$ cat config.mk
export PLATFORM = sky130hd
export DESIGN_NAME = temperature_limit_alarm
export DESIGN_NICKNAME = d
export VERILOG_FILES = /design/src/rtl/tla_pkg.sv /design/src/rtl/tla_front.sv /design/src/rtl/tla_queue.sv /design/src/rtl/tla_back.sv /design/src/rtl/temperature_limit_alarm.sv
export SDC_FILE = /design/constraint.sdc
export NUM_CORES = 1
export LEC_CHECK = 0
export ABC_AREA = 0
export BUFFER_PORTS_ARGS = -buffer_cell sky130_fd_sc_hd__buf_2
export CAP_MARGIN = 20
export CORE_MARGIN = 5
export CORE_UTILIZATION = 35
export DETAILED_ROUTE_END_ITERATION = 10
export GPL_TIMING_DRIVEN = 0
export MAX_ROUTING_LAYER = met4
export PLACE_DENSITY_LB_ADDON = 0.12
export SLEW_MARGIN = 10
export SYNTH_ARGS = -nofsm -noshare
export SYNTH_HDL_FRONTEND = slang
export SYNTH_HIERARCHICAL = 1
export SYNTH_SLANG_ARGS = --single-unit
$ cat constraint.sdc
create_clock -name clk -period 11.9 [get_ports clk]
set_input_delay 0.595 -clock clk [delete_from_list [all_inputs] [get_ports clk]]
set_output_delay 0.595 -clock clk [all_outputs]
set_load 0.02 [all_outputs]
$ cat src/rtl/tla_pkg.sv
// Shared types and constants for the temperature limit alarm.
// No dependencies; every other file in rtl/ refers to it by scoped names.
`default_nettype none

package tla_pkg;

	localparam int unsigned ACT_W    = 3;
	localparam int unsigned RAW_W    = 16;
	localparam int unsigned DEG_W    = 7;
	localparam int unsigned DIGIT_W  = 4;
	localparam int unsigned TENTHS_W = 10;
	localparam int unsigned PERIOD_W = 8;

	// input action codes
	localparam logic [ACT_W-1:0] ACT_TICK   = 3'd0;
	localparam logic [ACT_W-1:0] ACT_SAMPLE = 3'd1;
	localparam logic [ACT_W-1:0] ACT_SET    = 3'd2;
	localparam logic [ACT_W-1:0] ACT_DEC    = 3'd3;
	localparam logic [ACT_W-1:0] ACT_INC    = 3'd4;

	localparam logic [TENTHS_W-1:0] TENTHS_MAX  = 10'd999;
	localparam logic [DEG_W-1:0]    LIMIT_MAX   = 7'd99;
	localparam logic [DEG_W-1:0]    UPPER_RESET = 7'd30;
	localparam logic [DEG_W-1:0]    LOWER_RESET = 7'd10;
	localparam logic [PERIOD_W-1:0] PERIOD_RESET = 8'd10;

	// reciprocal of ten: floor(x * 205 / 2048) == floor(x / 10) for x below 1029
	localparam logic [7:0] RECIP_TEN  = 8'd205;
	localparam int unsigned RECIP_SHIFT = 11;

	typedef enum logic [2:0] {
		CMD_NONE,
		CMD_TICK,
		CMD_SAMPLE,
		CMD_SET,
		CMD_DEC,
		CMD_INC
	} cmd_t;

	typedef enum logic [1:0] {
		MODE_RUN       = 2'd0,
		MODE_SET_UPPER = 2'd1,
		MODE_SET_LOWER = 2'd2
	} mode_t;

	// one classified beat waiting between front and back
	typedef struct packed {
		cmd_t                cmd;
		logic [TENTHS_W-1:0] tenths;
	} entry_t;

	typedef struct packed {
		logic full;
		logic empty;
	} q_status_t;

	// result beat, last field in the lowest bits
	typedef struct packed {
		logic               limit_visible;
		logic               alarm_on;
		logic [DEG_W-1:0]   lower_out;
		logic [DEG_W-1:0]   upper_out;
		logic [DIGIT_W-1:0] temp_tenth;
		logic [DEG_W-1:0]   temp_whole;
		mode_t              mode;
	} result_t;

	localparam int unsigned RESULT_W = $bits(result_t);
	localparam int unsigned OUT_TDATA_W = ((RESULT_W + 7) / 8) * 8;

endpackage

`default_nettype wire

$ cat src/rtl/tla_front.sv
// Front end: decode the action of an input beat and convert a raw sample to clamped tenths.
// Depends on tla_pkg.
`default_nettype none

module tla_front (
	input  wire logic [tla_pkg::ACT_W-1:0] action,
	input  wire logic [tla_pkg::RAW_W-1:0] raw_sample,
	output tla_pkg::entry_t                entry
);

	logic signed [20:0] raw_ext;
	logic signed [20:0] num;
	logic        [15:0] quot;
	tla_pkg::cmd_t      cmd;
	logic [tla_pkg::TENTHS_W-1:0] tenths;

	always_comb begin
		unique case (action)
			tla_pkg::ACT_TICK:   cmd = tla_pkg::CMD_TICK;
			tla_pkg::ACT_SAMPLE: cmd = tla_pkg::CMD_SAMPLE;
			tla_pkg::ACT_SET:    cmd = tla_pkg::CMD_SET;
			tla_pkg::ACT_DEC:    cmd = tla_pkg::CMD_DEC;
			tla_pkg::ACT_INC:    cmd = tla_pkg::CMD_INC;
			default:             cmd = tla_pkg::CMD_NONE;
		endcase
	end

	// raw*10 + 8, then floor divide by 16 as a shift; clamp to 0..999
	always_comb begin
		raw_ext = $signed({{5{raw_sample[15]}}, raw_sample});
		num     = (raw_ext <<< 3) + (raw_ext <<< 1) + 21'sd8;
		quot    = num[19:4];
		if (num[20]) begin
			tenths = '0;
		end else if (quot > 16'(tla_pkg::TENTHS_MAX)) begin
			tenths = tla_pkg::TENTHS_MAX;
		end else begin
			tenths = quot[tla_pkg::TENTHS_W-1:0];
		end
	end

	assign entry.cmd    = cmd;
	assign entry.tenths = tenths;

endmodule

`default_nettype wire

$ cat src/rtl/tla_queue.sv
// Short FIFO of classified beats between the front end and the back end.
// Depends on tla_pkg.
`default_nettype none

module tla_queue #(
	parameter int unsigned DEPTH = 2
) (
	input  wire logic        clk,
	input  wire logic        arst_n,
	input  wire logic        push,
	input  wire tla_pkg::entry_t push_entry,
	input  wire logic        pop,
	output tla_pkg::entry_t  head,
	output tla_pkg::q_status_t status
);

	localparam int unsigned PTR_W = $clog2(DEPTH);
	localparam int unsigned CNT_W = $clog2(DEPTH + 1);
	localparam logic [PTR_W-1:0] LAST = PTR_W'(DEPTH - 1);

	tla_pkg::entry_t   slots_q [DEPTH];
	logic [PTR_W-1:0]  wr_ptr_q;
	logic [PTR_W-1:0]  rd_ptr_q;
	logic [CNT_W-1:0]  count_q;
	logic              do_push;
	logic              do_pop;

	assign status.full  = (count_q == CNT_W'(DEPTH));
	assign status.empty = (count_q == '0);
	assign do_push = push && !status.full;
	assign do_pop  = pop && !status.empty;
	assign head    = slots_q[rd_ptr_q];

	always_ff @(posedge clk) begin
		if (do_push) begin
			slots_q[wr_ptr_q] <= push_entry;
		end
	end

	always_ff @(posedge clk or negedge arst_n) begin
		if (!arst_n) begin
			wr_ptr_q <= '0;
			rd_ptr_q <= '0;
			count_q  <= '0;
		end else begin
			if (do_push) begin
				wr_ptr_q <= (wr_ptr_q == LAST) ? '0 : wr_ptr_q + 1'b1;
			end
			if (do_pop) begin
				rd_ptr_q <= (rd_ptr_q == LAST) ? '0 : rd_ptr_q + 1'b1;
			end
			if (do_push && !do_pop) begin
				count_q <= count_q + 1'b1;
			end else if (do_pop && !do_push) begin
				count_q <= count_q - 1'b1;
			end
		end
	end

endmodule

`default_nettype wire

$ cat src/rtl/tla_back.sv
// Back end: apply queued commands to the alarm state and hold the result beat.
// Depends on tla_pkg.
`default_nettype none

module tla_back (
	input  wire logic                          clk,
	input  wire logic                          arst_n,
	input  wire logic [tla_pkg::PERIOD_W-1:0]  tick_period,
	input  wire tla_pkg::entry_t               head,
	input  wire tla_pkg::q_status_t            q_status,
	output logic                               pop,
	output logic                               out_valid,
	input  wire logic                          out_ready,
	output tla_pkg::result_t                   result
);

	tla_pkg::mode_t                    mode_q, mode_d;
	logic [tla_pkg::DEG_W-1:0]         upper_q, upper_d;
	logic [tla_pkg::DEG_W-1:0]         lower_q, lower_d;
	logic [tla_pkg::PERIOD_W-1:0]      tick_cnt_q, tick_cnt_d;
	logic [tla_pkg::PERIOD_W-1:0]      tick_inc;
	logic                              beep_q, beep_d;
	logic                              blink_q, blink_d;
	logic [tla_pkg::DEG_W-1:0]         whole_q, whole_d;
	logic [tla_pkg::DIGIT_W-1:0]       tenth_q, tenth_d;
	logic [17:0]                       recip_prod;
	logic [tla_pkg::DEG_W-1:0]         conv_whole;
	logic [10:0]                       whole_x10;
	logic [tla_pkg::TENTHS_W-1:0]      conv_rem;
	tla_pkg::result_t                  res_d;
	tla_pkg::result_t                  out_q;
	logic                              out_valid_q;

	assign pop = !q_status.empty && (!out_valid_q || out_ready);

	// split tenths into whole degrees and the tenths digit
	always_comb begin
		recip_prod = 18'(head.tenths) * 18'(tla_pkg::RECIP_TEN);
		conv_whole = recip_prod[tla_pkg::RECIP_SHIFT +: tla_pkg::DEG_W];
		whole_x10  = (11'(conv_whole) << 3) + (11'(conv_whole) << 1);
		conv_rem   = head.tenths - whole_x10[tla_pkg::TENTHS_W-1:0];
	end

	// next state
	always_comb begin
		mode_d     = mode_q;
		upper_d    = upper_q;
		lower_d    = lower_q;
		tick_cnt_d = tick_cnt_q;
		beep_d     = beep_q;
		blink_d    = blink_q;
		whole_d    = whole_q;
		tenth_d    = tenth_q;
		tick_inc   = tick_cnt_q + 1'b1;
		unique case (head.cmd)
			tla_pkg::CMD_TICK: begin
				if (tick_inc >= tick_period) begin
					tick_cnt_d = '0;
					if (mode_q == tla_pkg::MODE_RUN) begin
						beep_d = !beep_q;
					end else begin
						blink_d = !blink_q;
					end
				end else begin
					tick_cnt_d = tick_inc;
				end
			end
			tla_pkg::CMD_SAMPLE: begin
				whole_d = conv_whole;
				tenth_d = conv_rem[tla_pkg::DIGIT_W-1:0];
			end
			tla_pkg::CMD_SET: begin
				unique case (mode_q)
					tla_pkg::MODE_RUN:       mode_d = tla_pkg::MODE_SET_UPPER;
					tla_pkg::MODE_SET_UPPER: mode_d = tla_pkg::MODE_SET_LOWER;
					default:                 mode_d = tla_pkg::MODE_RUN;
				endcase
				tick_cnt_d = '0;
				blink_d    = 1'b1;
			end
			tla_pkg::CMD_DEC: begin
				if (mode_q == tla_pkg::MODE_SET_UPPER) begin
					upper_d = (upper_q > lower_q) ? upper_q - 1'b1 : lower_q;
				end else if (mode_q == tla_pkg::MODE_SET_LOWER) begin
					lower_d = (lower_q == '0) ? '0 : lower_q - 1'b1;
				end
			end
			tla_pkg::CMD_INC: begin
				if (mode_q == tla_pkg::MODE_SET_UPPER) begin
					upper_d = (upper_q >= tla_pkg::LIMIT_MAX) ? tla_pkg::LIMIT_MAX
					                                         : upper_q + 1'b1;
				end else if (mode_q == tla_pkg::MODE_SET_LOWER) begin
					lower_d = (lower_q >= upper_q) ? upper_q : lower_q + 1'b1;
				end
			end
			default: begin
			end
		endcase
	end

	// result from the updated state
	always_comb begin
		res_d.mode          = mode_d;
		res_d.temp_whole    = whole_d;
		res_d.temp_tenth    = tenth_d;
		res_d.upper_out     = upper_d;
		res_d.lower_out     = lower_d;
		res_d.alarm_on      = (mode_d == tla_pkg::MODE_RUN) && beep_d &&
		                      ((whole_d >= upper_d) || (whole_d < lower_d));
		res_d.limit_visible = (mode_d != tla_pkg::MODE_RUN) && blink_d;
	end

	always_ff @(posedge clk or negedge arst_n) begin
		if (!arst_n) begin
			mode_q      <= tla_pkg::MODE_RUN;
			upper_q     <= tla_pkg::UPPER_RESET;
			lower_q     <= tla_pkg::LOWER_RESET;
			tick_cnt_q  <= '0;
			beep_q      <= 1'b0;
			blink_q     <= 1'b0;
			whole_q     <= '0;
			tenth_q     <= '0;
			out_valid_q <= 1'b0;
		end else begin
			if (pop) begin
				mode_q     <= mode_d;
				upper_q    <= upper_d;
				lower_q    <= lower_d;
				tick_cnt_q <= tick_cnt_d;
				beep_q     <= beep_d;
				blink_q    <= blink_d;
				whole_q    <= whole_d;
				tenth_q    <= tenth_d;
			end
			if (pop) begin
				out_valid_q <= 1'b1;
			end else if (out_ready) begin
				out_valid_q <= 1'b0;
			end
		end
	end

	always_ff @(posedge clk) begin
		if (pop) begin
			out_q <= res_d;
		end
	end

	assign out_valid = out_valid_q;
	assign result    = out_q;

endmodule

`default_nettype wire

$ cat src/rtl/temperature_limit_alarm.sv
// Top level of the temperature limit alarm: stream ports, tick period register, three parts.
// Depends on tla_pkg, tla_front, tla_queue and tla_back.
`default_nettype none

// Each input beat is a tick, a temperature sample or a key press, and each
// produces exactly one result beat showing the display and alarm state after
// it. A sample is converted to tenths of a degree and clamped to 0.0..99.9;
// the set key steps the mode run, set-upper, set-lower; the decrement and
// increment keys move the limit being set, keeping 0 <= lower <= upper <= 99.
// The front end decodes and converts the beat in the cycle it is taken and
// drops it into a QUEUE_DEPTH-entry FIFO; the back end pops one entry per
// cycle unless the output is stalled, updates the state and loads the output
// register. One beat per cycle is sustained while m_axis_tready is high; a
// beat passes the FIFO write, then the back-end update into the output
// register. s_axis_tready falls only while the FIFO is full. Write tick_period
// through the cfg channel only while no beat is in flight; it is always ready.

module temperature_limit_alarm #(
	parameter int unsigned QUEUE_DEPTH = 2
) (
	input  wire logic                               clk,
	input  wire logic                               arst_n,
	// input beats
	input  wire logic                               s_axis_tvalid,
	output logic                                    s_axis_tready,
	input  wire logic [15:0]                        s_axis_tdata,  // [15:0] raw_sample
	input  wire logic [7:0]                         s_axis_tuser,  // [2:0] action
	// result beats
	output logic                                    m_axis_tvalid,
	input  wire logic                               m_axis_tready,
	// [1:0] mode, [8:2] temp_whole, [12:9] temp_tenth, [19:13] upper_out,
	// [26:20] lower_out, [27] alarm_on, [28] limit_visible, [31:29] zero
	output logic [tla_pkg::OUT_TDATA_W-1:0]         m_axis_tdata,
	// tick_period register write
	input  wire logic                               cfg_valid,
	output logic                                    cfg_ready,
	input  wire logic [tla_pkg::PERIOD_W-1:0]       cfg_data
);

	tla_pkg::entry_t     front_entry;
	tla_pkg::entry_t     q_head;
	tla_pkg::q_status_t  q_status;
	tla_pkg::result_t    result;
	logic                q_pop;
	logic                in_beat;
	logic [tla_pkg::PERIOD_W-1:0] tick_period_q;

	// tick period: take every write at once
	assign cfg_ready = 1'b1;

	always_ff @(posedge clk or negedge arst_n) begin
		if (!arst_n) begin
			tick_period_q <= tla_pkg::PERIOD_RESET;
		end else if (cfg_valid && cfg_ready) begin
			tick_period_q <= cfg_data;
		end
	end

	// hold input off only while the FIFO is full
	assign s_axis_tready = !q_status.full;
	assign in_beat       = s_axis_tvalid && s_axis_tready;

	tla_front u_front (
		.action     (s_axis_tuser[tla_pkg::ACT_W-1:0]),
		.raw_sample (s_axis_tdata),
		.entry      (front_entry)
	);

	tla_queue #(
		.DEPTH (QUEUE_DEPTH)
	) u_queue (
		.clk        (clk),
		.arst_n     (arst_n),
		.push       (in_beat),
		.push_entry (front_entry),
		.pop        (q_pop),
		.head       (q_head),
		.status     (q_status)
	);

	tla_back u_back (
		.clk         (clk),
		.arst_n      (arst_n),
		.tick_period (tick_period_q),
		.head        (q_head),
		.q_status    (q_status),
		.pop         (q_pop),
		.out_valid   (m_axis_tvalid),
		.out_ready   (m_axis_tready),
		.result      (result)
	);

	// pad the result to whole bytes
	assign m_axis_tdata = {{(tla_pkg::OUT_TDATA_W - tla_pkg::RESULT_W){1'b0}}, result};

	// limits keep their order on every shown beat
	a_limit_order: assert property (@(posedge clk) disable iff (!arst_n)
		m_axis_tvalid |-> (result.lower_out <= result.upper_out))
		else $error("lower limit above upper limit");

	// the alarm sounds only in run mode
	a_alarm_run: assert property (@(posedge clk) disable iff (!arst_n)
		(m_axis_tvalid && result.alarm_on) |-> (result.mode == tla_pkg::MODE_RUN))
		else $error("alarm outside run mode");

	// the blinking limit shows only while setting
	a_blink_set: assert property (@(posedge clk) disable iff (!arst_n)
		(m_axis_tvalid && result.limit_visible) |-> (result.mode != tla_pkg::MODE_RUN))
		else $error("limit shown in run mode");

	// a popped entry always becomes a shown result in the next cycle
	a_pop_shows: assert property (@(posedge clk) disable iff (!arst_n)
		q_pop |=> m_axis_tvalid)
		else $error("popped entry not presented");

	// FIFO never claims full and empty together
	a_queue_state: assert property (@(posedge clk) disable iff (!arst_n)
		!(q_status.full && q_status.empty))
		else $error("queue status inconsistent");

endmodule

`default_nettype wire
==> results.txt, run 1 <==
- Required time reported for the critical path endpoint: 11990 ps
* Most common cell in the synthesized netlist: sky130_fd_sc_hd__ha_1
- For this run, the total global-route usage over all layers was measured as 14.9%.
* Commonest cells post-synth: 115 x sky130_fd_sc_hd__ha_1, 83 x sky130_fd_sc_hd__inv_1, 80 x sky130_fd_sc_hd__nand2_1, 55 x sky130_fd_sc_hd__edfxtp_1, 48 x sky130_fd_sc_hd__o21ai_0
* Avg Cell Area, Syn: 9.96 um^2
- Post-detailed-route via-to-cell ratio: roughly 5.0
- Minimum clock period: ~6400 ps
- For this run, the leading register cell type out of synthesis is sky130_fd_sc_hd__edfxtp_1.
* Clock Tree Root: sky130_fd_sc_hd__clkbuf_16
- Floorplan row count: 57
- Antenna Violating Nets Remaining: 0
- Post-synth ARST share: roughly 48%
- For the pin with the worst max-slew slack, the measured transition is about 950 ps.
- Routed len/inst: roughly 16 um
- Final Cell Area: approximately 0.0096 mm^2
- Pins over their slew limit: 0
- Summed over all nets, the half-perimeter wirelength after detailed placement is ~16 mm.
* Number of buffers created by CTS: 9
* Final setup TNS: 0 ps
- In this run the cell area of the synthesized design comes to between 0.008 and 0.009 mm^2.
- The slowest stage of the critical path belongs to the cell sky130_fd_sc_hd__fa_1.
- After floorplanning, the core was sized to cover approximately 0.024 mm^2.
- The final hold violation count was 0.
- Setup repair after global routing left no endpoint under its margin.
- Met1 wire length: around 10 mm
- Synth top area cells: sky130_fd_sc_hd__edfxtp_1 19%, sky130_fd_sc_hd__ha_1 17%, sky130_fd_sc_hd__dfrtp_1 12%, sky130_fd_sc_hd__fa_1 4.2%, sky130_fd_sc_hd__inv_1 3.6%
* Highest fanout seen on the critical path: 10
- The placed instances occupy a cell area of 0.00931 mm^2.
- Hold buffers post-CTS: 0
- 72 I/O pins were placed.
- The first global-routing pass estimated 33.2 mm of wire.
- Count of port buffers added during placement: 61
* Number of antenna violations at the first check in global routing: 0
- Largest area contributor in the synthesized netlist: sky130_fd_sc_hd__edfxtp_1
* Vertical die dimension: roughly 170 um
- Effective utilization at floorplan: 35.4%
* Critical Path Most Common Cell: sky130_fd_sc_hd__inv_1
* Fin crit share: between 50% and 60%
- For the final database, setup skew stands at about 16 ps.
- The setup check on the worst reg-to-reg path leaves a slack of about 5500 ps.
- Max Root-Sink Buffers: 2
- Crit path buf inv count: 5
* Clock latency of the later-clocked register in the worst-skew pair: about 360 ps
* Final cell count without fillers: approximately 1300
* Worst max-slew margin expressed relative to the limit: a little over a third
- The tool flagged a number of max-cap violations equal to 0.
- After detailed placement, the design holds a cell count of around 1200.
* Antenna cell count: 0
* Routed wire length on met3: roughly 800 um
* Synthesized instance count: 859
* Number of search-and-repair iterations in the first detailed-routing pass: 5
* Number of distinct library cells after synthesis: between 70 and 80
- Walking the worst path, the cells encountered are buf_6, mux2_4, ha_1, inv_1, fa_1, inv_1, fa_1, inv_1, fa_1, inv_1, ha_1, o211ai_1, nor2_1, a21o_1, xor2_1, mux2i_1, ha_1, nand2b_1, a21o_1, a21o_1, a211oi_1, o21ai_0, nor3_1, a21oi_1.
- During synthesis, Yosys emitted a total of 6 warnings.
- Overall via count from detail_route: 6343
* Total of flip-flops plus latches after synthesis: ~110
- In the final layout, the share of cells above drive strength 1 is between 15 and 20%.
- Entering global routing, the biggest net connects 51 pins.
- For this run, the top clock speed supported by timing is between 150 and 200 MHz.
- Clock tree from TritonCTS: built
- Among cell families on the critical path, the largest total delay comes from adder cells.
- The number of global-route vias before repair came to between 6000 and 7000.
- In this run the worst hold path is classified as in -> async.
- After detailed routing, the total wire length is around 20 mm.
- Global route overflow: 0
- Of the synthesized area, sequential elements account for between 30% and 40%.
- The floorplan step defined a die boundary enclosing approximately 0.028 mm^2.
- Fillers: ~2400
* Crit path arrival time: 6480 ps
- Summed over its instances, the top area cell type makes up 19.3% of the synthesized netlist area.
* Violation count after the first detailed-routing iteration: roughly 390
- Number of instances resized during post-cts repair: 0
- Final layout net count: 1105
- Length in cells of the worst reg-to-reg path: 24
* Crit-path max cell delay: roughly 530 ps
- Clk sinks: ~110
- After detailed routing, the met2 layer carries 8.93 mm of wire.
- In this run the number of H-tree levels came out at 3.
- Counting flops with a built-in enable in the synthesized netlist gives 55.
- Clock-pin slew was measured on the worst setup and hold paths at 80 ps.
- Beginning of the worst register-to-register path: u_queue/rd_ptr_q
- Sort of element at the end of the critical path: flip-flop
* Setup crit start kind: flip-flop
- Setup violations remaining at the end of the flow were counted as 0.
- R2R Path End: u_back/result[27]
* Post-CTS Setup Repair Bufs: 0
- Uppermost layer routed: met4
- Overall die width: about 170 um
- Count of unresolved DRC violations after routing: 0
- Category of the most critical setup path: reg -> reg
* Final estimated routing congestion in global placement: 0.859
* Result of the run: finished, final reports clean
- The area growth from synthesis to layout is 12.2%.
-- final cells by class --
type | count | area, um^2 | share of cell area (%)
plain buffers | 30 | 173 | 1.80
clock buffers | 9 | 225 | 2.35
clock inverters | 7 | 62.6 | 0.652
inverters | 84 | 315 | 3.28
multi-input cells | 642 | 5160 | 53.8
flip-flops and latches | 105 | 2910 | 30.3
well taps | 324 | 405 | 4.22
repair buffers | 63 | 343 | 3.57
-- layout by cell type (no fill, tap or decap), drive strengths merged, types with 5 or more instances in the layout --
cell,n
a32o,8
nand3,19
inv,86
xnor2,27
clkinv,5
ha,115
nor3,15
a22o,6
nand2,80
buf,77
a21o,17
nand4,7
nor2b,6
mux2i,9
a22oi,7
o21ai,56
mux2,32
dfrtp,42
xor2,19
fa,18
or3,6
o22ai,8
dfstp,8
nor2,48
a211oi,14
edfxtp,55
clkbuf,25
and3,8
a21oi,44
nand2b,11
-- layer usage --
metal  up-vias  GRT usage, %
li1       3240             -
met2       132          23.2
met1      2960          20.9
met4         0          3.74
met3        11          1.52
met5         -             -
-- sequential cells by signal (all words and copies together) (netlist names) --
name,flops
u_queue/slots_q,26
u_back/whole_q,7
tick_period_q,8
u_back/mode_q,2
u_back/tick_cnt_q,8
u_queue/rd_ptr_q,1
u_back/beep_q,1
u_back/lower_q,7
u_queue/count_q,2
u_queue/wr_ptr_q,1
u_back/out_valid,1
u_back/tenth_q,4
u_back/result,29
u_back/upper_q,7
u_back/blink_q,1
-- stage by stage --
stage | setup WS (ps) | hold slack, ps | utilization, %
2_1_floorplan | 6320 | 299 | -
3_3_place_gp | 5460 | 455 | 38.4
3_5_place_dp | 5490 | 470 | 38.5
4_1_cts | 5440 | 321 | 39.7
5_1_grt | 5110 | 329 | 39.7
6_report | 5500 | 278 | 39.7
-- kinds of logic (layout without fill, tap and decap cells) --
logic type      Yosys count  in the layout  synth area share (%)
compound gates          204            204                  16.3
buf+inv                 114            193                  5.69
mux                      41             41                  6.01
other cells               2              4                0.0878
simple gates            213            213                  11.8
flops                   105            105                  34.0
xor+xnor                 47             47                  4.97
fa+ha+maj               133            133                  21.0
-- worst max-delay path by stage --
stage / start / cells past startpoint / end
6_report: u_queue/rd_ptr_q / 24 / u_back/result[27]
5_1_grt: u_queue/rd_ptr_q / 24 / u_back/result[27]
4_1_cts: u_queue/rd_ptr_q / 24 / u_back/result[27]
3_5_place_dp: u_queue/rd_ptr_q / 24 / u_back/result[27]
3_3_place_gp: u_queue/rd_ptr_q / 24 / u_back/result[27]
2_1_floorplan: u_queue/rd_ptr_q / 24 / u_back/result[27]
Power of run 1 is not shown: default switching activity piles up to over one toggle a cycle in this logic, so the estimate is an artifact.
==> run 2, diff against run 1 <==
Clock period 11.9 ns to 5.4 ns, I/O delays scaled along.
==> run 2 against run 1 <==
The flow now finishes with violations (setup timing). Critical path depth decreased by 4. Utilization increased by 2.1 points. Final area increased by 5.2%. Non-clock buffer count increased by 27. First-iteration DRC count decreased by 11%. Routed wire length increased by 1.5%. Register-to-register slack got worse by 5700 ps. Final cell count increased by 2.1%. Via count increased by 2.6%.
==> results.txt, run 2 (synthesized netlist as in run 1, its figures left out) <==
- The area growth from synthesis to layout is 18.1%.
- Max Root-Sink Buffers: 2 (unchanged)
- Overall die width: 166 um (unchanged)
* Number of antenna violations at the first check in global routing: 0 (unchanged)
- Minimum clock period: 5590 ps (-810 ps)
* Wire length reported by the detailed router: 20.1 mm (+1.5%)
- The register with the most flip-flops in the final layout is u_back/result.
- By instance count, the cell type seen most on the critical path is sky130_fd_sc_hd__fa_1.
- The area of the placeable core was 0.0242 mm^2 (unchanged).
- Antenna cell count: 0 (unchanged)
* Required time reported for the critical path endpoint: 5510 ps (-6480 ps)
* Final layout net count: 1132 (+2.4%)
- Sort of element at the end of the critical path: flip-flop
* Top library cells by usage in the layout, fill and taps aside: 104 x sky130_fd_sc_hd__ha_1, 78 x sky130_fd_sc_hd__inv_1, 78 x sky130_fd_sc_hd__nand2_1
* Transition time at the pin with the least slew margin: 929 ps (-22.8 ps)
- The starting DRC count in detailed routing came to 344 (-11%).
- Register-to-register setup slack: -190 ps (-5690 ps)
* Count of unresolved DRC violations after routing: 0 (unchanged)
- The max-capacitance violation count was 0 (unchanged).
* Most common cell after layout, fill and taps aside: sky130_fd_sc_hd__ha_1
* Floorplan row count: 57 (unchanged)
- Start point of the critical path: u_queue/rd_ptr_q
- R2R Path End: u_back/result[27]
- The tightest slew margin relative to the limit came to 37.5% (+1.5 points).
- Highest fanout seen on the critical path: 7 (-3)
- Fmax achieved: 179 MHz (+14%)
- The number of levels in the clock H-tree was 3 (unchanged).
- The die area came to 0.0277 mm^2 (unchanged).
* Antenna Violating Nets Remaining: 0 (unchanged)
* Share of cells above drive strength 1: 22.2% (+6.2 points)
- The share of the clock period used by the worst path is 103% (+50 points).
- The routed via count is 6507 (+2.6%).
* Hold path depth: 2
* Cell with the largest stage delay on the worst path: sky130_fd_sc_hd__fa_1
* Final worst clock skew: 9.62 ps (-6.49 ps)
* Endpoint of the most critical setup path: u_back/result[27]
* Pins over their slew limit: 0 (unchanged)
- Final Hold Violating Endpoints: 0 (unchanged)
- TritonCTS built the clock tree.
- Final Worst Setup Slack: -186 ps (-5690 ps)
* Number of flip-flops under the largest register name: 29 (unchanged)
* Clk sinks: 105 (unchanged)
* RSZ-0062 raised after global routing: true
* Clock latency of the later-clocked register in the worst-skew pair: 350 ps (about the same)
* Global route overflow: 0 (unchanged)
- The critical path is of the reg -> reg type.
* Crit-path max cell delay: 560 ps (+30 ps)
* Crit path arrival time: 5690 ps (-790 ps)
- Violations in the final reports: setup timing
- Post-detailed-route via-to-cell ratio: 5.04 (+0.44%)
- Length in cells of the worst reg-to-reg path: 20 (-17%)
* Vertical die dimension: 166 um (unchanged)
- The tightest min-delay check is of the in -> reg type.
* Largest registers in the final layout: u_back/result (29), u_queue/slots_q (26)
- Post-DP HPWL: 15.5 mm (-0.11%)
- Pin count of the biggest net entering global routing: 51 (unchanged)
- Critical path, cell by cell: buf_12, mux2_4, ha_4, fa_1, fa_1, fa_1, ha_4, a2111oi_4, o21ai_2, a21o_1, buf_4, a311oi_2, nor2_2, mux2_4, ha_1, a21o_1, a211oi_2, o21ai_2, o22ai_2, a21oi_2
- The setup total negative slack is -186 ps (-186 ps).
* Top-level port count: 72 (unchanged)
- The run finished, with violations left.
* Beginning of the worst register-to-register path: u_queue/rd_ptr_q
- Clock Tree Root: sky130_fd_sc_hd__clkbuf_16
* Number of search-and-repair iterations in the first detailed-routing pass: 7 (+2)
- The setup violation total in the final timing report is 1 (+1).
- The wire length per cell was 15.5 um (-0.64%).
- The placer's final routability congestion estimate came to 0.902 (+5.0%).
- The total global-route track usage was 15.3% (+0.38 points).
* First-pass GRT wire length: 34.0 mm (+2.4%)
- The number of port buffers is 61 (unchanged).
- Clock slew at reported path FFs: 80 ps (about the same)
- The starting utilization of the core area came to 35.4% (unchanged).
- Setup crit start kind: flip-flop
* Number of buffers created by CTS: 9 (unchanged)
* Vias in the first global route: 6629 (+4.5%)
## run 2: cell type report
| class | instances | area, um^2 |
|---|---|---|
| Inverter | 84 | 318 |
| Fill cell | 2360 | 14100 |
| Timing Repair Buffer | 90 | 552 |
| Sequential cell | 105 | 2910 |
| Multi-Input combinational cell | 642 | 5410 |
| Buffer | 30 | 181 |
| Clock buffer | 10 | 229 |
| Clock inverter | 6 | 97.6 |
| Tap cell | 324 | 405 |
## run 2: layer usage
| metal | vias up | part of all wire [%] | track usage [%] |
|---|---|---|---|
| li1 | 3292 | - | - |
| met1 | 3075 | 48 | 20.4 |
| met2 | 124 | 46 | 24.3 |
| met3 | 16 | 3.9 | 2.33 |
| met4 | 0 | 1.6 | 4.30 |
| met5 | - | 0 | - |
## run 2: timing repair
item / 4_1_cts / 5_1_grt
gates resized for setup: 37 / 12
endpoints found under the setup margin: 4 / 3
hold endpoints to repair: 14 / 0
pin swaps: 34 / 29
hold buffers: 1 / 0
setup buffers: 22 / 4
## run 2: per-stage QoR
stage | worst slack [ps] | utilization, % | hold slack [ps] | instance area [um^2] | cells
CTS | -295 | 41.4 | 125 | 10000 | 1287
detailed placement | -804 | 38.7 | 369 | 9350 | 1248
global route | -415 | 41.8 | 132 | 10100 | 1291
finish | -186 | 41.8 | 142 | 10100 | 1291
global placement | -954 | 38.5 | 453 | 9300 | 1246
floorplan | 14.9 | - | -25.6 | 8590 | 861
## run 2: worst min-delay path by stage
stage / start / endpoint / slack, ps
final: cfg_data[3] / tick_period_q[3] / 140
after global routing: cfg_data[3] / tick_period_q[3] / 130
after CTS: cfg_data[3] / tick_period_q[3] / 130
after detailed placement: arst_n / u_back/whole_q[3] / 370
after global placement: u_back/whole_q[2] / u_back/whole_q[2] / 450
after floorplan: arst_n / tick_period_q[0] / -30
## run 2: critical path: cells and delay by family, from the launching register on
family,cells,cell delay (ps)
and+or+nand+nor,1,90
muxes,2,640
DFF,1,470
buffers and inverters,2,320
adders and majority gates,6,2210
AOI/OAI and AO/OA,9,1600
Power of run 2 is left out for the same reason.
==> run 3, diff against run 2 <==
Settings changed: SETUP_SLACK_MARGIN set to 0.3.
==> run 3 against run 2 <==
The flow still finishes with violations (setup timing). First-iteration DRC count up 15%. Via count grew 0.14%. Global-route usage increased by 0.23 points. Die area did not move. Routed wire length rose by 3.5%. Fmax decreased by 0.97%. Utilization rose by 0.57 points. Non-clock buffer count up 1.
==> results.txt, run 3 (synthesized netlist as in run 1, its figures left out) <==
- The flow ran to the end, but the final reports show violations.
- The final reports fail on setup timing.
- The total detailed-routing wirelength is 20.8 mm (+3.5%).
- The share of the clock period used by the worst path is 104% (+1.0 points).
- The number of placed instances, taps included came to 1248 (unchanged).
- The register-to-register path setup slack came to -240 ps (-50 ps).
- The library cell used most frequently in the layout, excluding fill and tap cells, is sky130_fd_sc_hd__ha_1.
- The iteration count of the initial detailed-routing pass was 5 (-2).
* Overall die width: 166 um (unchanged)
- H-tree Lvls: 3 (unchanged)
- Category of the most critical setup path: reg -> reg
- The number of antenna-violating nets in the routed design was 0 (unchanged).
- Clock Tree Root: sky130_fd_sc_hd__clkbuf_16
- Pins over their slew limit: 0 (unchanged)
- The height of the die is 166 um (unchanged).
- Floorplan row count: 57 (unchanged)
* Minimum clock period: 5640 ps (+54.6 ps)
- Final layout net count: 1133 (+0.088%)
- Type of the tightest min-delay check: in -> reg
* Die area: 0.0277 mm^2 (unchanged)
- The largest registers in the layout are u_back/result (29), u_queue/slots_q (26).
- The worst register-to-register path begins at u_queue/rd_ptr_q.
- Post-detailed-route via-to-cell ratio: 5.04 (about the same)
* Final cell count without fillers: 1292 (+0.077%)
* Area added between synthesis and finish: 19.7%
- Crit path arrival time: 5740 ps (+50 ps)
- The setup violation total in the final timing report was 2 (+1).
* Vias in the first global route: 6506 (-1.9%)
* Register name with the most flops: u_back/result
* Count of unresolved DRC violations after routing: 0 (unchanged)
- Pin count of the biggest net entering global routing: 51 (unchanged)
- Hold Crit Endpoint: tick_period_q[3]
* Post-DP HPWL: 15.8 mm (+1.7%)
- Effective utilization at floorplan: 35.4% (unchanged)
* Number of antenna violations at the first check in global routing: 0 (unchanged)
* Total global-route track usage: 15.5% (+0.23 points)
- The placer's final routability congestion estimate is 0.848 (-5.9%).
* RSZ-0062 raised after global routing: true
* Share of cells above drive strength 1: 23.6% (+1.3 points)
* Antenna cell count: 0 (unchanged)
- The pin slew with the least headroom to its limit was 953 ps (+23.8 ps).
- Clk sinks: 105 (unchanged)
* Fmax achieved: 177 MHz (-0.97%)
- The area of the placeable core came to 0.0242 mm^2 (unchanged).
- Clock latency of the later-clocked register in the worst-skew pair: 350 ps (about the same)
* Global route overflow: 0 (unchanged)
- Length in cells of the worst reg-to-reg path: 25 (+25%)
- Final Cell Area: 0.0102 mm^2 (+1.4%)
- Top library cells by usage in the layout, fill and taps aside: 102 x sky130_fd_sc_hd__ha_1, 80 x sky130_fd_sc_hd__nand2_1, 74 x sky130_fd_sc_hd__inv_1
- Cell with the largest stage delay on the worst path: sky130_fd_sc_hd__fa_1
- Number of maximum-capacitance violations: 0 (unchanged)
* Top-level port count: 72 (unchanged)
- First-pass GRT wire length: 34.3 mm (+1.0%)
- Number of flip-flops under the largest register name: 29 (unchanged)
- Violation count after the first detailed-routing iteration: 395 (+15%)
- Number of buffers created by CTS: 9 (unchanged)
- Overall via count from detail_route: 6516 (+0.14%)
- The final hold violation count came to 0 (unchanged).
* Highest fanout seen on the critical path: 6 (-1)
- Worst max-slew margin expressed relative to the limit: 35.9% (-1.6 points)
- The required time at the worst-slack endpoint is 5500 ps (about the same).
- The worst hold path begins at cfg_data[3].
* Routed len/inst: 16.1 um (+3.5%)
- R2R Path End: u_back/result[27]
- The delay contributed by the slowest stage of the critical path is 520 ps (-40 ps).
- The maximum clock insertion buffer count came to 2 (unchanged).
- Setup crit start kind: flip-flop
- Dpl cell area: 0.00938 mm^2 (+0.37%)
* Sort of element at the end of the critical path: flip-flop
- Final Worst Setup Slack: -240 ps (-54.6 ps)
- Clock slew at reported path FFs: 80 ps (about the same)
- Clock tree from TritonCTS: built
- The post-route clock skew is 11.5 ps (+1.84 ps).
- The number of port buffers came to 61 (unchanged).
- Hold path depth: 2 (unchanged)
[run 3: cell count changes in the layout (fill, tap and decap cells not counted), moves of 3 or more]
| cell | before | now |
|---|---|---|
| sky130_fd_sc_hd__buf_4 | 31 | 24 |
| sky130_fd_sc_hd__buf_6 | 5 | 11 |
| sky130_fd_sc_hd__inv_2 | 4 | 7 |
| sky130_fd_sc_hd__inv_1 | 78 | 74 |
[run 3: metal layers]
metal  track usage (%)  up-vias  wire [um]
li1                  -     3304          -
met1              20.1     3084       9670
met2              26.1      110      10300
met3              1.90       18        605
met4              3.52        0        239
met5                 -        -          0
[run 3: how the worst max path moves through the flow]
stage / startpoint / end / slack (ps) / depth (start not counted)
floorplan: u_queue/rd_ptr_q / u_back/result[27] / 160 / 24
global placement: u_queue/rd_ptr_q / u_back/result[27] / -860 / 20
detailed placement: u_queue/rd_ptr_q / u_back/result[27] / -850 / 24
global route: u_queue/rd_ptr_q / u_back/result[27] / -480 / 25
finish: u_queue/rd_ptr_q / u_back/result[27] / -240 / 25
CTS: u_queue/rd_ptr_q / u_back/result[27] / -310 / 20
[run 3: metrics by stage]
step / TNS [ps] / hold WS (ps) / utilization, % / worst slack, ps
finish: -311 / 143 / 42.4 / -240
global route: -1380 / 130 / 42.4 / -478
CTS: -315 / 129 / 41.2 / -315
detailed placement: -847 / 373 / 38.8 / -847
global placement: -857 / 455 / 38.7 / -857
floorplan: 0 / -25.6 / - / 156
[run 3: final cells by class]
cell class                 count  area, um^2
timing repair buffer          91         607
sequential                   105        2910
clock buffer                   9         225
tap                          324         405
inverter                      84         320
clock inverter                 7        65.1
buffer                        30         181
multi-input combinational    642        5520
fill                        2345       13900
[run 3: timing repair]
item                                    CTS  global route
hold endpoints to repair                 10             0
endpoints found under the setup margin    8             6
gates cloned                              1             0
hold buffers                              1             0
setup buffers                            12            14
pin swaps                                11            15
resized for setup                        37            32
[run 3: worst max-delay path: cells and delay by family (launching register included)]
family / cells / cell delay (ps)
buffers and inverters: 6 / 470
DFF: 1 / 470
and+or+nand+nor: 3 / 360
AOI/OAI and AO/OA: 7 / 1060
adders and majority gates: 6 / 2300
muxes: 2 / 570
xor gates and xnor gates: 1 / 160
Power of run 3 is left out for the same reason.
